`src/rtl/i2c_ras_pkg.sv`:
```
// Package for the I2C master register-access sequencer.
// Holds the phase encoding, action codes, field selectors and the item/result
// structs. No dependencies.
`default_nettype none

package i2c_ras_pkg;

    // Sequencer phases
    typedef enum logic [3:0] {
        PH_IDLE      = 4'd0,
        PH_SB_W      = 4'd1,
        PH_ADDR_W    = 4'd2,
        PH_BTF_WR    = 4'd3,
        PH_BTF_RS    = 4'd4,
        PH_SB_R      = 4'd5,
        PH_ADDR_R    = 4'd6,
        PH_RX_ONE    = 4'd7,
        PH_BTF_TWO   = 4'd8,
        PH_BTF_MANY  = 4'd9,
        PH_BTF_THREE = 4'd10,
        PH_RX_LAST   = 4'd11
    } phase_t;

    // Request kinds
    localparam logic REQ_START  = 1'b0;
    localparam logic REQ_STATUS = 1'b1;

    // Action codes for ACK, POS and buffer interrupt control
    localparam logic [1:0] ACT_NONE = 2'd0;
    localparam logic [1:0] ACT_ON   = 2'd1;
    localparam logic [1:0] ACT_OFF  = 2'd2;

    // Status flag bit positions
    localparam int FL_START_SENT = 0;
    localparam int FL_ADDR_ACK   = 1;
    localparam int FL_RX_NE      = 2;
    localparam int FL_BYTE_DONE  = 3;
    localparam int FL_TX_EMPTY   = 4;

    // Result slots per item
    localparam int MAX_RES = 4;

    // Result fields that may force a new result when set twice
    typedef enum logic [2:0] {
        F_DRV   = 3'd0,
        F_START = 3'd1,
        F_STOP  = 3'd2,
        F_ACK   = 3'd3,
        F_POS   = 3'd4,
        F_BUF   = 3'd5,
        F_RXV   = 3'd6
    } fld_t;

    typedef struct packed {
        logic       req_type;
        logic [6:0] slave_addr;
        logic [7:0] reg_addr;
        logic [7:0] xfer_len;
        logic       is_read;
        logic [4:0] status_flags;
        logic [7:0] rx_first;
        logic [7:0] rx_second;
        logic [7:0] tx_byte;
    } item_t;

    typedef struct packed {
        logic       dr_write_valid;
        logic [7:0] dr_write_value;
        logic       gen_start;
        logic       gen_stop;
        logic [1:0] ack_action;
        logic [1:0] pos_action;
        logic [1:0] buf_irq_action;
        logic       rx_valid;
        logic [7:0] rx_byte;
        logic       tx_taken;
        logic       busy_res;
        logic       last;
    } result_t;

    // Results built for one item, with their count (0..MAX_RES)
    typedef struct packed {
        result_t [MAX_RES-1:0] r;
        logic    [2:0]         n;
    } pack_t;

    // Index of the newest open result
    function automatic logic [1:0] top_idx(logic [2:0] n);
        logic [2:0] t;
        t = n - 3'd1;
        return t[1:0];
    endfunction

    // Set one field; open a new result first if that field is already in use
    function automatic pack_t put(pack_t p, fld_t f, logic [1:0] v);
        logic [1:0] top;
        logic       occ;
        top = top_idx(p.n);
        case (f)
            F_DRV:   occ = p.r[top].dr_write_valid;
            F_START: occ = p.r[top].gen_start;
            F_STOP:  occ = p.r[top].gen_stop;
            F_ACK:   occ = (p.r[top].ack_action != ACT_NONE);
            F_POS:   occ = (p.r[top].pos_action != ACT_NONE);
            F_BUF:   occ = (p.r[top].buf_irq_action != ACT_NONE);
            F_RXV:   occ = p.r[top].rx_valid;
            default: occ = 1'b0;
        endcase
        if ((p.n == 3'd0 || occ) && p.n < 3'(MAX_RES)) begin
            p.r[p.n[1:0]] = '0;
            p.n = p.n + 3'd1;
        end
        top = top_idx(p.n);
        case (f)
            F_DRV:   p.r[top].dr_write_valid = v[0];
            F_START: p.r[top].gen_start      = v[0];
            F_STOP:  p.r[top].gen_stop       = v[0];
            F_ACK:   p.r[top].ack_action     = v;
            F_POS:   p.r[top].pos_action     = v;
            F_BUF:   p.r[top].buf_irq_action = v;
            F_RXV:   p.r[top].rx_valid       = v[0];
            default: ;
        endcase
        return p;
    endfunction

    // Data register write: valid flag plus byte
    function automatic pack_t put_dr(pack_t p, logic [7:0] b);
        pack_t q;
        q = put(p, F_DRV, 2'd1);
        q.r[top_idx(q.n)].dr_write_value = b;
        return q;
    endfunction

    // Received byte: valid flag plus byte
    function automatic pack_t put_rx(pack_t p, logic [7:0] b);
        pack_t q;
        q = put(p, F_RXV, 2'd1);
        q.r[top_idx(q.n)].rx_byte = b;
        return q;
    endfunction

endpackage

`default_nettype wire

```
`src/rtl/i2c_master_register_access_sequencer.sv`:
```
// I2C master register-access sequencer, top level.
// Uses i2c_ras_pkg for phase encoding, action codes and result packing.
//
// Usage:
//   Input channel (in_valid/in_ready): one transaction is either a start request
//   (req_type 0, with slave_addr, reg_addr, xfer_len, is_read) or a status event
//   from the I2C engine (req_type 1, with status_flags, rx_first, rx_second,
//   tx_byte). Output channel (out_valid/out_ready): each input transaction gives
//   one to three result transactions; the final one has last set.
// Path: an accepted item is held in the input register, decoded
//   combinationally in one pass, and loaded into the result stage, whose
//   slot 0 drives the output.
// Throughput: one item per cycle while every item yields a single result and
//   out_ready is high; an item with several results holds the result stage
//   until all are out, shifting one result per cycle while out_ready is high.
// Stall: while out_ready is low the result stage holds; the input register still
//   takes one more item, then in_ready drops until the result stage frees up.
// Reset: phase returns to idle, the latched transfer fields clear, and both
//   the input register and the result stage are emptied.
`default_nettype none

module i2c_master_register_access_sequencer
    import i2c_ras_pkg::*;
(
    input  wire logic       clk,
    input  wire logic       rst_n,

    input  wire logic       in_valid,
    output logic            in_ready,
    input  wire logic       req_type,
    input  wire logic [6:0] slave_addr,
    input  wire logic [7:0] reg_addr,
    input  wire logic [7:0] xfer_len,
    input  wire logic       is_read,
    input  wire logic [4:0] status_flags,
    input  wire logic [7:0] rx_first,
    input  wire logic [7:0] rx_second,
    input  wire logic [7:0] tx_byte,

    output logic            out_valid,
    input  wire logic       out_ready,
    output logic            dr_write_valid,
    output logic [7:0]      dr_write_value,
    output logic            gen_start,
    output logic            gen_stop,
    output logic [1:0]      ack_action,
    output logic [1:0]      pos_action,
    output logic [1:0]      buf_irq_action,
    output logic            rx_valid,
    output logic [7:0]      rx_byte,
    output logic            tx_taken,
    output logic            busy_res,
    output logic            last
);

    // Input register
    logic    in_valid_reg;
    item_t   in_reg;

    // Transfer state
    phase_t  phase_reg, phase_next;
    logic [6:0] slave_addr_reg, slave_addr_next;
    logic [7:0] reg_addr_reg, reg_addr_next;
    logic [7:0] bytes_left_reg, bytes_left_next;
    logic       read_mode_reg, read_mode_next;

    // Result stage
    result_t [MAX_RES-1:0] res_reg;
    logic    [2:0]         res_cnt_reg;

    pack_t   pk;
    logic    hold_free;
    logic    load;
    logic    fire_out;

    // Handshake
    assign out_valid = (res_cnt_reg != 3'd0);
    assign fire_out  = out_valid && out_ready;
    assign hold_free = (res_cnt_reg == 3'd0) || (res_cnt_reg == 3'd1 && out_ready);
    assign load      = in_valid_reg && hold_free;
    assign in_ready  = !in_valid_reg || load;

    // Input register control
    always_ff @(posedge clk or negedge rst_n)
    begin
        if (!rst_n)
        begin
            in_valid_reg <= 1'b0;
        end
        else if (in_ready)
        begin
            in_valid_reg <= in_valid;
        end
    end

    // Input register payload
    always_ff @(posedge clk)
    begin
        if (in_valid && in_ready)
        begin
            in_reg.req_type     <= req_type;
            in_reg.slave_addr   <= slave_addr;
            in_reg.reg_addr     <= reg_addr;
            in_reg.xfer_len     <= xfer_len;
            in_reg.is_read      <= is_read;
            in_reg.status_flags <= status_flags;
            in_reg.rx_first     <= rx_first;
            in_reg.rx_second    <= rx_second;
            in_reg.tx_byte      <= tx_byte;
        end
    end

    // Decode one item: next state and its packed results
    always_comb
    begin
        phase_next      = phase_reg;
        slave_addr_next = slave_addr_reg;
        reg_addr_next   = reg_addr_reg;
        bytes_left_next = bytes_left_reg;
        read_mode_next  = read_mode_reg;
        pk              = '0;

        if (in_reg.req_type == REQ_START)
        begin
            // Start request; ignored unless idle
            if (phase_reg == PH_IDLE)
            begin
                slave_addr_next = in_reg.slave_addr;
                reg_addr_next   = in_reg.reg_addr;
                bytes_left_next = in_reg.xfer_len;
                read_mode_next  = in_reg.is_read;
                if (in_reg.is_read)
                begin
                    pk = put(pk, F_ACK, ACT_ON);
                    pk = put(pk, F_POS, ACT_OFF);
                end
                pk = put(pk, F_START, 2'd1);
                phase_next = PH_SB_W;
            end
        end
        else
        begin
            // Start condition sent: address byte
            if (in_reg.status_flags[FL_START_SENT])
            begin
                if (phase_next == PH_SB_W)
                begin
                    pk = put_dr(pk, {slave_addr_reg, 1'b0});
                    phase_next = PH_ADDR_W;
                end
                else if (phase_next == PH_SB_R)
                begin
                    pk = put_dr(pk, {slave_addr_reg, 1'b1});
                    phase_next = PH_ADDR_R;
                end
            end

            // Address acked: register byte, or pick the read ending
            if (in_reg.status_flags[FL_ADDR_ACK])
            begin
                if (phase_next == PH_ADDR_R)
                begin
                    if (bytes_left_reg == 8'd1)
                    begin
                        pk = put(pk, F_ACK, ACT_OFF);
                        pk = put(pk, F_STOP, 2'd1);
                        pk = put(pk, F_BUF, ACT_ON);
                        phase_next = PH_RX_ONE;
                    end
                    else if (bytes_left_reg == 8'd2)
                    begin
                        pk = put(pk, F_POS, ACT_ON);
                        pk = put(pk, F_ACK, ACT_OFF);
                        phase_next = PH_BTF_TWO;
                    end
                    else if (bytes_left_reg == 8'd3)
                    begin
                        phase_next = PH_BTF_THREE;
                    end
                    else
                    begin
                        phase_next = PH_BTF_MANY;
                    end
                end
                else if (phase_next == PH_ADDR_W)
                begin
                    pk = put_dr(pk, reg_addr_reg);
                    phase_next = read_mode_reg ? PH_BTF_RS : PH_BTF_WR;
                end
            end

            // Rx not empty: last byte of a read; buffer irq always disabled
            if (in_reg.status_flags[FL_RX_NE])
            begin
                if (phase_next == PH_RX_ONE || phase_next == PH_RX_LAST)
                begin
                    pk = put_rx(pk, in_reg.rx_first);
                    phase_next = PH_IDLE;
                end
                pk = put(pk, F_BUF, ACT_OFF);
            end

            // Byte transfer finished
            if (in_reg.status_flags[FL_BYTE_DONE])
            begin
                case (phase_next)
                    PH_BTF_TWO:
                    begin
                        pk = put(pk, F_STOP, 2'd1);
                        pk = put_rx(pk, in_reg.rx_first);
                        pk = put_rx(pk, in_reg.rx_second);
                        phase_next = PH_IDLE;
                    end
                    PH_BTF_MANY:
                    begin
                        pk = put_rx(pk, in_reg.rx_first);
                        bytes_left_next = bytes_left_reg - 8'd1;
                        if (bytes_left_next <= 8'd3)
                        begin
                            phase_next = PH_BTF_THREE;
                        end
                    end
                    PH_BTF_THREE:
                    begin
                        pk = put(pk, F_ACK, ACT_OFF);
                        pk = put_rx(pk, in_reg.rx_first);
                        pk = put(pk, F_STOP, 2'd1);
                        pk = put_rx(pk, in_reg.rx_second);
                        pk = put(pk, F_BUF, ACT_ON);
                        phase_next = PH_RX_LAST;
                    end
                    PH_BTF_WR:
                    begin
                        if (bytes_left_reg != 8'd0 && in_reg.status_flags[FL_TX_EMPTY])
                        begin
                            pk = put_dr(pk, in_reg.tx_byte);
                            pk.r[top_idx(pk.n)].tx_taken = 1'b1;
                            bytes_left_next = bytes_left_reg - 8'd1;
                        end
                        else
                        begin
                            pk = put(pk, F_STOP, 2'd1);
                            phase_next = PH_IDLE;
                        end
                    end
                    PH_BTF_RS:
                    begin
                        pk = put(pk, F_START, 2'd1);
                        phase_next = PH_SB_R;
                    end
                    default: ;
                endcase
            end
        end

        // An item with no action still yields one empty result
        if (pk.n == 3'd0)
        begin
            pk.n = 3'd1;
        end
        for (int k = 0; k < MAX_RES; k++)
        begin
            pk.r[k].busy_res = (phase_next != PH_IDLE);
            pk.r[k].last     = (3'(k) == pk.n - 3'd1);
        end
    end

    // Transfer state registers
    always_ff @(posedge clk or negedge rst_n)
    begin
        if (!rst_n)
        begin
            phase_reg      <= PH_IDLE;
            slave_addr_reg <= '0;
            reg_addr_reg   <= '0;
            bytes_left_reg <= '0;
            read_mode_reg  <= 1'b0;
        end
        else if (load)
        begin
            phase_reg      <= phase_next;
            slave_addr_reg <= slave_addr_next;
            reg_addr_reg   <= reg_addr_next;
            bytes_left_reg <= bytes_left_next;
            read_mode_reg  <= read_mode_next;
        end
    end

    // Result stage count
    always_ff @(posedge clk or negedge rst_n)
    begin
        if (!rst_n)
        begin
            res_cnt_reg <= 3'd0;
        end
        else if (load)
        begin
            res_cnt_reg <= pk.n;
        end
        else if (fire_out)
        begin
            res_cnt_reg <= res_cnt_reg - 3'd1;
        end
    end

    // Result stage payload: load a new set, or shift toward slot 0
    always_ff @(posedge clk)
    begin
        if (load)
        begin
            res_reg <= pk.r;
        end
        else if (fire_out)
        begin
            for (int k = 0; k < MAX_RES - 1; k++)
            begin
                res_reg[k] <= res_reg[k+1];
            end
        end
    end

    // Output fields
    assign dr_write_valid = res_reg[0].dr_write_valid;
    assign dr_write_value = res_reg[0].dr_write_value;
    assign gen_start      = res_reg[0].gen_start;
    assign gen_stop       = res_reg[0].gen_stop;
    assign ack_action     = res_reg[0].ack_action;
    assign pos_action     = res_reg[0].pos_action;
    assign buf_irq_action = res_reg[0].buf_irq_action;
    assign rx_valid       = res_reg[0].rx_valid;
    assign rx_byte        = res_reg[0].rx_byte;
    assign tx_taken       = res_reg[0].tx_taken;
    assign busy_res       = res_reg[0].busy_res;
    assign last           = res_reg[0].last;

    // Checks
    a_last_matches_count: assert property (@(posedge clk) disable iff (!rst_n)
        out_valid |-> (last == (res_cnt_reg == 3'd1)))
        else $error("last flag out of step with result count");

    a_load_fills: assert property (@(posedge clk) disable iff (!rst_n)
        load |=> (res_cnt_reg != 3'd0))
        else $error("decoded item produced no result");

    a_phase_only_on_load: assert property (@(posedge clk) disable iff (!rst_n)
        !load |=> $stable(phase_reg))
        else $error("phase changed without a decoded item");

    a_busy_tracks_phase: assert property (@(posedge clk) disable iff (!rst_n)
        load |=> (res_reg[0].busy_res == (phase_reg != PH_IDLE)))
        else $error("busy flag does not match phase");

    a_item_held: assert property (@(posedge clk) disable iff (!rst_n)
        (in_valid_reg && !load) |=> in_valid_reg)
        else $error("pending item dropped");

endmodule

`default_nettype wire
```
`config.mk`:
```
export PLATFORM = sky130hd
export DESIGN_NAME = i2c_master_register_access_sequencer
export DESIGN_NICKNAME = d
export VERILOG_FILES = /design/src/rtl/i2c_ras_pkg.sv /design/src/rtl/i2c_master_register_access_sequencer.sv
export SDC_FILE = /design/constraint.sdc
export NUM_CORES = 1
export LEC_CHECK = 0
export BUFFER_PORTS_ARGS = -buffer_cell sky130_fd_sc_hd__buf_4
export CAP_MARGIN = 40
export CORE_ASPECT_RATIO = 1.2
export CORE_UTILIZATION = 32
export CTS_CLUSTER_DIAMETER = 40
export CTS_CLUSTER_SIZE = 28
export DETAILED_ROUTE_END_ITERATION = 7
export GPL_TIMING_DRIVEN = 0
export PLACE_DENSITY = 0.51
export SYNTH_ARGS = -nofsm -noshare
export SYNTH_HDL_FRONTEND = slang
export SYNTH_SLANG_ARGS = --single-unit
```
`constraint.sdc`:
```
create_clock -name clk -period 12.2 [get_ports clk]
set_input_delay 1.22 -clock clk [delete_from_list [all_inputs] [get_ports clk]]
set_output_delay 1.22 -clock clk [all_outputs]
set_load 0.005 [all_outputs]
```
After elaboration in Yosys (flattened, before gate mapping). Cells that the tools add are included.

Add/subtract/negate cells: 48. Multiply operators: 0. Divide/modulo/power cells: 0. Magnitude comparators: 101. Eq/ne operators: 21. Shift-type cells: 0. Muxes and demuxes: 460. Bitwise gates (word level): 31. Reductions and logical operators: 127.

Operators with widths (number): 119-bit two-way mux (118); 116-bit two-way mux (58); 116-bit bitwise mux (36); 29-bit demux with 2-bit select (51); 116-bit bitwise AND (15); 116-bit inverter (15); 29-bit binary-select mux with 2-bit select (15); 29-bit two-way mux (21); 119-bit case mux with 5 select lines (1); 32-bit two-way mux (10); 87-bit two-way mux (2); 2-bit by 3-bit < comparator with 1-bit output (second input constant) (45); 12-bit two-way mux (11); 19-bit two-way mux (6); 28-bit two-way mux (4); 18-bit two-way mux (5); 14-bit two-way mux (6); 2-bit by 1-bit greater-or-equal comparator with 1-bit output (second input constant) (40); 1-bit two-way mux (74); 4-bit two-way mux (17); 1-bit logical AND (67); 11-bit two-way mux (6); 20-bit two-way mux (3); 2-bit by 1-bit subtractor with 2-bit output (second input constant) (30); other kinds (34) (132).

Flip-flop bits (word level): 202. Latch bits: 0. RAM bits: 0. ROM bits: 0. Input port bits: 58. Logic and storage cells: 852. Memories kept: 0.

Depth between registers and ports, before layout. Gate-level depths: netlist of run 1.

Depth in word-level cells: 246. Mapped depth: 60. Gate-level depth less buffers: 53.

Worst setup path after synthesis of run 1. OpenSTA, ideal clock, no wires.

Path kind: reg-to-reg. From: register phase_reg[2]. To: register res_reg[63] in the netlist's numbering, data pin. Library setup time: 0.261 ns. Data arrival time: 11.953 ns. Slack: -0.014 ns. Cell stages (with the launch flop): 59. Buffers on the path: 9. Clock period less this slack: 12.214 ns. Cells stage by stage: dfrtp_1 -> buf_2 -> or2_1 -> clkbuf_1 -> nor2_1 -> ha_1 -> nor3b_1 -> inv_1 -> ha_1 -> and2_1 -> mux2i_1 -> inv_1 -> ha_1 -> nor3_1 -> a21oi_1 -> nor3b_1 -> a211oi_2 -> a31o_2 -> (+23 left out) -> and3_1 -> buf_2 -> xnor2_1 -> ha_1 -> clkbuf_1 -> a41oi_1 -> a311o_1 -> a21oi_1 -> nor2_2 -> xnor2_2 -> inv_1 -> ha_1 -> inv_1 -> o211a_2 -> o21ai_4 -> a31oi_4 -> a31o_1 -> a221o_1.

Cells in the longest elaborated chain, start to end: 194.

RTL lines: start: declaration (RTL line i2c_master_register_access_sequencer.sv:61) `phase_t phase_reg, phase_next;`; start signal: assignment (RTL line i2c_master_register_access_sequencer.sv:281) `phase_reg <= phase_next;`; 4-bit by 3-bit == test with 1-bit output (RTL line i2c_master_register_access_sequencer.sv:151) `else if (phase_next == PH_SB_R)`; 119-bit two-way mux (RTL line i2c_master_register_access_sequencer.sv:151); 119-bit two-way mux (RTL line i2c_master_register_access_sequencer.sv:146) `if (phase_next == PH_SB_W)`; 119-bit two-way mux (RTL line i2c_master_register_access_sequencer.sv:144) `if (in_reg.status_flags[FL_START_SENT])`; 119-bit two-way mux (RTL line i2c_master_register_access_sequencer.sv:123) `if (in_reg.req_type == REQ_START)`; 2-bit by 1-bit subtractor with 2-bit output (RTL line i2c_ras_pkg.sv:90) `t = n - 3'd1;`; 29-bit binary-select mux with 2-bit select (RTL line i2c_ras_pkg.sv:100, i2c_ras_pkg.sv:103, i2c_ras_pkg.sv:104); 29-bit two-way mux (not written as such) (RTL line i2c_ras_pkg.sv:100) `F_DRV: occ = p.r[top].dr_write_valid;`; (+178 left out); 119-bit two-way mux (RTL line i2c_master_register_access_sequencer.sv:123); 2-bit by 1-bit subtractor with 2-bit output (RTL line i2c_ras_pkg.sv:90); 29-bit demux with 2-bit select (RTL line i2c_ras_pkg.sv:120) `F_BUF: p.r[top].buf_irq_action = v;`; 116-bit bitwise mux (RTL line i2c_ras_pkg.sv:120); 119-bit case mux with 5 select lines (RTL line i2c_master_register_access_sequencer.sv:206) `case (phase_next)`; 119-bit two-way mux (RTL line i2c_master_register_access_sequencer.sv:204) `if (in_reg.status_flags[FL_BYTE_DONE])`; 119-bit two-way mux * (RTL line i2c_master_register_access_sequencer.sv:123); 87-bit two-way mux * (RTL line i2c_master_register_access_sequencer.sv:309) `if (load)`; end signal: assignment (RTL line i2c_master_register_access_sequencer.sv:311) `res_reg <= pk.r;`; end signal: indexed assignment (RTL line i2c_master_register_access_sequencer.sv:317) `res_reg[k] <= res_reg[k+1];`; end: declaration (RTL line i2c_master_register_access_sequencer.sv:68) `result_t [MAX_RES-1:0] res_reg;`.

Every way passes the cells marked *; elsewhere a longest branch is shown, timed or not. The select of a mux whose other input is x is not followed. A chain may end at the register's enable or synchronous reset.

Worst setup path in the final report of run 1.
From: register phase_reg[2]. To: register res_reg[65] in the netlist's numbering, data pin.

The elaborated chain is that of the path after synthesis.

==> flow_summary.toml, run 1 <==
[synth]
yosysSeqAreaShare_pct = 43.2
synth_edf_count = 162
synth_area_mm2 = 0.0131
synth.top_cell.area_share_pct = 37.1
ys_seq_elements = 194
synth_top_cell_by_area = "edfxtp_1"
synth_flop_cell = "edfxtp_1"
ys_warn_count = 0
synth-async-reset-ratio_pct = 16.5
synth_area_leaders = "edfxtp_1, dfrtp_1, nand2_1"
synth_cell_types = 108
synth.avg_cell_area_um2 = 9.48
postSynthNetCount = 1496
netlist_instances = 1382

[clock_tree]
clk-insertion-delay-late_ps = 450
cts_tree = "built"
numCtsBuffers = 17
clkSinkCount = 194
htree_levels = 4
cts-root-buf = "clkbuf_16"
cts_max_path_buffers = 2
clk_pin_slew_worst_paths_ps = 90

[flow_run]
max_cap_violations = 0

[global_route]
grt_pass1_vias = 11700
antenna_found_initial = 0
grt.overflow.total = 0
grt_use_total_pct = 22.2
grt_pass1_wl_um = 71100
grt_max_degree = 47

[worst_setup_path]
cp_common_cell = "ha_4"
path_class = "flop to flop"
max_stage_delay_ps = 390
cp_slowest_cell = "a311o_1"
crit_fanout = 11
crit_path_end_kind = "flop"
required_ps = 12400
worstPathArrival_ps = 11920
start_kind = "flop"

[detailed_routing]
drt_iter0_markers = 1078
firstDrtPassIters = 6
postRouteAntennaNets = 0
drc = 0
wire_per_inst_um = 22.9
via_count = 12000
routed_via_density = 5.82
routed_wl_um = 47300

[timing]
finalHoldViolCount = 0
worst_slew_pin_slew_ps = 946
slew_headroom_pct = 36.9
fin_worst_skew_ps = 19.9
setup_viol = 0
fin_crit_ps = 11720
max_freq_mhz = 85.4
drv_slew = 0
finalCritPeriodShare_pct = 96.0

[worst_hold_path]
hold_class = "flop to flop"

[finish]
final_common_cell = "nand2_1"
fin_area_mm2 = 0.0158
antennaDiodeCount = 0
final_cell_mix = "nand2_1, edfxtp_1, buf_4, a21oi_1, nor2_1"
largest_register_ffs = 80
postLayoutCoreUtil_pct = 39.4
syn_to_final_growth_pct = 20.5
nets = 1636
drive_above_1_share_pct = 20.5

[placed_design]
gp_congestion = 0.979
place_hpwl_um = 35600
io_buffers = 88
place_area_mm2 = 0.0146

[floorplanning]
die_h_um = 224
die_w_um = 187
ios = 89
start_util_pct = 32.7
rows = 80
coreArea_mm2 = 0.0400
dieArea_mm2 = 0.0418

[outcome]
status = "finished clean"
-- metal layers --
metal | routed length (µm) | vias to the layer above | part of all wire [%] | track usage [%]
met5 | 0 | - | 0 | 0
met4 | 1420 | 0 | 3.0 | 8.04
met3 | 2220 | 78 | 4.7 | 3.04
met2 | 23800 | 425 | 50 | 39.7
met1 | 19800 | 5995 | 42 | 27.2
li1 | - | 5540 | - | -
-- worst max-delay path: cells and delay by family (launching register included) --
kind                     cells  cell delay, ps
adder cells (fa/ha/maj)      8            2050
buffers and inverters       14            1850
AO/OA/AOI/OAI               18            3970
flip-flops                   1             360
multiplexers                 1             240
XOR/XNOR                     2             460
AND/OR/NAND/NOR             15            2490
-- per-stage QoR --
step	std cells	TNS (ps)	hold slack, ps	setup slack [ps]
global placement	2003	-180650	425	-2970
detailed placement	2016	-179250	426	-2950
floorplan	1382	0	415	115
global route	2068	-311	456	-43.3
CTS	2054	0	443	46.2
finish	2068	0	442	484
-- logic make-up (layout without fill, tap and decap cells) --
| family | after synthesis | after routing | synth area share (%) |
|---|---|---|---|
| buf+inv | 142 | 295 | 4.97 |
| flops | 194 | 194 | 43.2 |
| other cells | 1 | 1 | 0.0286 |
| fa+ha+maj | 56 | 56 | 5.35 |
| xor+xnor | 9 | 9 | 0.716 |
| mux | 17 | 17 | 1.60 |
| simple gates | 493 | 493 | 18.0 |
| compound gates | 470 | 470 | 26.1 |
-- final timing paths --
kind	startpoint	end	slack, ps	cells after the start
max	phase_reg[2]	res_reg[65]	480	58
min	in_reg[42]	reg_addr_reg[4]	440	2
max reg2reg	phase_reg[2]	res_reg[65]	480	58
min reg2reg	in_reg[42]	reg_addr_reg[4]	440	2
max in group asynchronous	rst_n	bytes_left_reg[0]	11110	1
min in group asynchronous	rst_n	slave_addr_reg[5]	720	1
-- area by class of cell --
type / count / area [µm²]
repair buffers: 126 / 970
clock buffers: 17 / 425
flip-flops and latches: 194 / 5670
multi-input cells: 1046 / 7210
clock inverters: 15 / 188
well taps: 533 / 667
fillers: 4135 / 24200
inverters: 51 / 201
plain buffers: 86 / 460
-- cell usage after synthesis, types with 9 or more instances --
library cell and n:
a221oi_1 18, a32oi_1 12, a22o_1 26, a21o_1 9
nor2_1 94, buf_2 10, o21ai_0 68, nor3_1 39
o31ai_1 28, dfrtp_1 32, buf_4 24, nor4_1 10
nand2b_1 13, and2_1 34, nand2_1 193, nand4_1 13
a31oi_1 21, a21oi_1 103, o22ai_1 10, o211ai_1 21
edfxtp_1 162, inv_1 48, a22oi_1 18, clkbuf_1 53
ha_1 56, a221o_1 15, and3_1 13, o21ai_1 10
nand3_1 32
-- repair_timing --
| action | in CTS | in global routing |
|---|---|---|
| pin swaps | 8 | 11 |
| cloned | 0 | 0 |
| resized for setup | 57 | 34 |
| hold buffers | 0 | 0 |
| setup endpoints to repair | 67 | 67 |
| buffers inserted | 9 | 15 |
Power of run 1 is left out: the tool's default activity adds up to more than one toggle a clock period on the data nets, which glitch-free logic cannot reach.
==> run 2: changes to the inputs <==
- CORE_MARGIN: not set -> 10
==> run 2 against run 1 <==
Clock skew down 0.68 ps. Clock-buffer cell count unchanged. Die area is 18% higher. Largest cell class unchanged. Routed wire length is 2.3% higher. Flip-flop and latch count did not move. Hold slack lost 7.0 ps. Via count decreased by 1.1%. Setup slack improved by 67 ps. Design area rose by 0.15%. Core utilization is 0.53 points lower. Register-to-register slack better by 70 ps.
==> flow_summary.toml, run 2 (synthesis results as in run 1) <==
[finish]
final_common_cell = "nand2_1"
syn_to_final_growth_pct = 20.7
drive_above_1_share_pct = 20.7
final_cell_mix = "nand2_1, edfxtp_1, buf_4, a21oi_1, nor2_1"
antennaDiodeCount = 0
largest_register_ffs = 80
fillCellCount = 4111
nets = 1641

[timing]
worst_slack_ps = 551
max_freq_mhz = 85.8
finalCritPeriodShare_pct = 95.5
fin_worst_skew_ps = 19.2
setup_viol = 0
finalHoldViolCount = 0
worst_slew_pin_slew_ps = 943
fin_crit_ps = 11650
grt_setup_unrepaired = "yes"
slew_headroom_pct = 36.6
drv_slew = 0

[floorplanning]
start_util_pct = 32.2
coreArea_mm2 = 0.0406
die_w_um = 205
ios = 89
die_h_um = 242
rows = 81
dieArea_mm2 = 0.0495

[placed_design]
gp_congestion = 0.969
place_hpwl_um = 37100
preCtsSetupSlack_ps = -3000
io_buffers = 88

[worst_setup_path]
worstPathArrival_ps = 11910
start_kind = "flop"
max_stage_delay_ps = 460
timing.rr.end = "dr_write_value[1]"
crit_path_end_kind = "flop"
required_ps = 12460
crit_fanout = 13
cp_slowest_cell = "edfxtp_1"
path_class = "flop to flop"
reg2reg_from = "in_reg[24]"
r2r_slack_ps = 550
r2r_cells = 48

[clock_tree]
clkSinkCount = 194
clk_pin_slew_worst_paths_ps = 80
cts-root-buf = "clkbuf_16"
cts_tree = "built"
htree_levels = 4
clk-insertion-delay-late_ps = 460
cts_max_path_buffers = 2
numCtsBuffers = 17

[global_route]
grt_pass1_wl_um = 73600
antenna_found_initial = 0
grt_util_met2_pct = 32.6
grt_pass1_vias = 11800
grt_use_total_pct = 19.2
grtUsageMet3_pct = 2.76
busiest_layer = "met2"
grt_max_degree = 51
grt.overflow.total = 0
met1_usage_pct = 23.5

[detailed_routing]
wire_per_inst_um = 23.3
firstDrtPassIters = 6
drc = 0
postRouteAntennaNets = 0
via_count = 11900
drt_iter0_markers = 986
routed_wl_um = 48400
routed_via_density = 5.73

[flow_run]
max_cap_violations = 0

[outcome]
status = "finished clean"

[worst_hold_path]
hold_class = "flop to flop"
holdPathStages = 2
worstHoldStart = "in_reg[48]"
hold-path-endpoint = "slave_addr_reg[2]"
run 2: cell types whose count changed in the layout (fill, tap and decap cells not counted), moves of 3 or more:
| cell | previous run | this run |
|---|---|---|
| buf_4 | 141 | 147 |
| o31ai_2 | 4 | 8 |
| o31ai_4 | 6 | 2 |
| clkinv_1 | 0 | 3 |
| clkinvlp_4 | 3 | 6 |
| ha_2 | 1 | 4 |
| inv_6 | 1 | 4 |
| inv_8 | 4 | 1 |
run 2: what timing repair did:
item | CTS | global route
buffers inserted | 8 | 21
setup endpoints to repair | 67 | 67
pin swaps | 9 | 18
gates resized for setup | 61 | 32
hold buffers | 0 | 0
run 2: metal layers:
metal / routed length, µm / up-vias
met5: 0 / -
met4: 1970 / 0
met3: 2580 / 89
met2: 24000 / 448
met1: 19800 / 5828
li1: - / 5541
run 2: worst max path at each step:
stage / start / end / cells after the start
after floorplan: phase_reg[2] / res_reg[63] / 57
after global placement: phase_reg[3] / dr_write_value[3] / 52
after detailed placement: phase_reg[3] / res_reg[29] / 54
after CTS: phase_reg[2] / res_reg[63] / 59
after global routing: phase_reg[0] / res_reg[63] / 56
final: in_reg[24] / dr_write_value[1] / 48
run 2: critical path, delay by kind of cell, from the launching register on:
kind / cells / cell delay, ps
compound gates: 15 / 3620
simple gates: 15 / 2800
fa+ha+maj: 7 / 2210
buf+inv: 7 / 1150
mux: 3 / 990
flops: 1 / 460
xor+xnor: 1 / 210
run 2: area by class of cell:
cell class | instances | area, µm² | share of cell area [%]
timing repair buffer | 131 | 1030 | 6.50
clock buffer | 17 | 425 | 2.69
sequential | 194 | 5670 | 35.9
tap | 539 | 674 | 4.26
multi-input combinational | 1046 | 7200 | 45.5
inverter | 51 | 205 | 1.30
clock inverter | 15 | 151 | 0.957
buffer | 86 | 463 | 2.93
run 2: metrics by stage:
| step | instance area [µm²] | TNS (ps) | util, % | instances | hold WS [ps] |
|---|---|---|---|---|---|
| floorplan | 13100 | 0 | - | 1382 | 415 |
| global placement | 14400 | -171950 | 35.5 | 2009 | 424 |
| detailed placement | 14600 | -184320 | 35.9 | 2022 | 421 |
| CTS | 15500 | 0 | 38.1 | 2059 | 436 |
| global route | 15800 | -23.1 | 38.9 | 2079 | 472 |
| finish | 15800 | 0 | 38.9 | 2079 | 435 |
Power of run 2 is left out for the same reason.
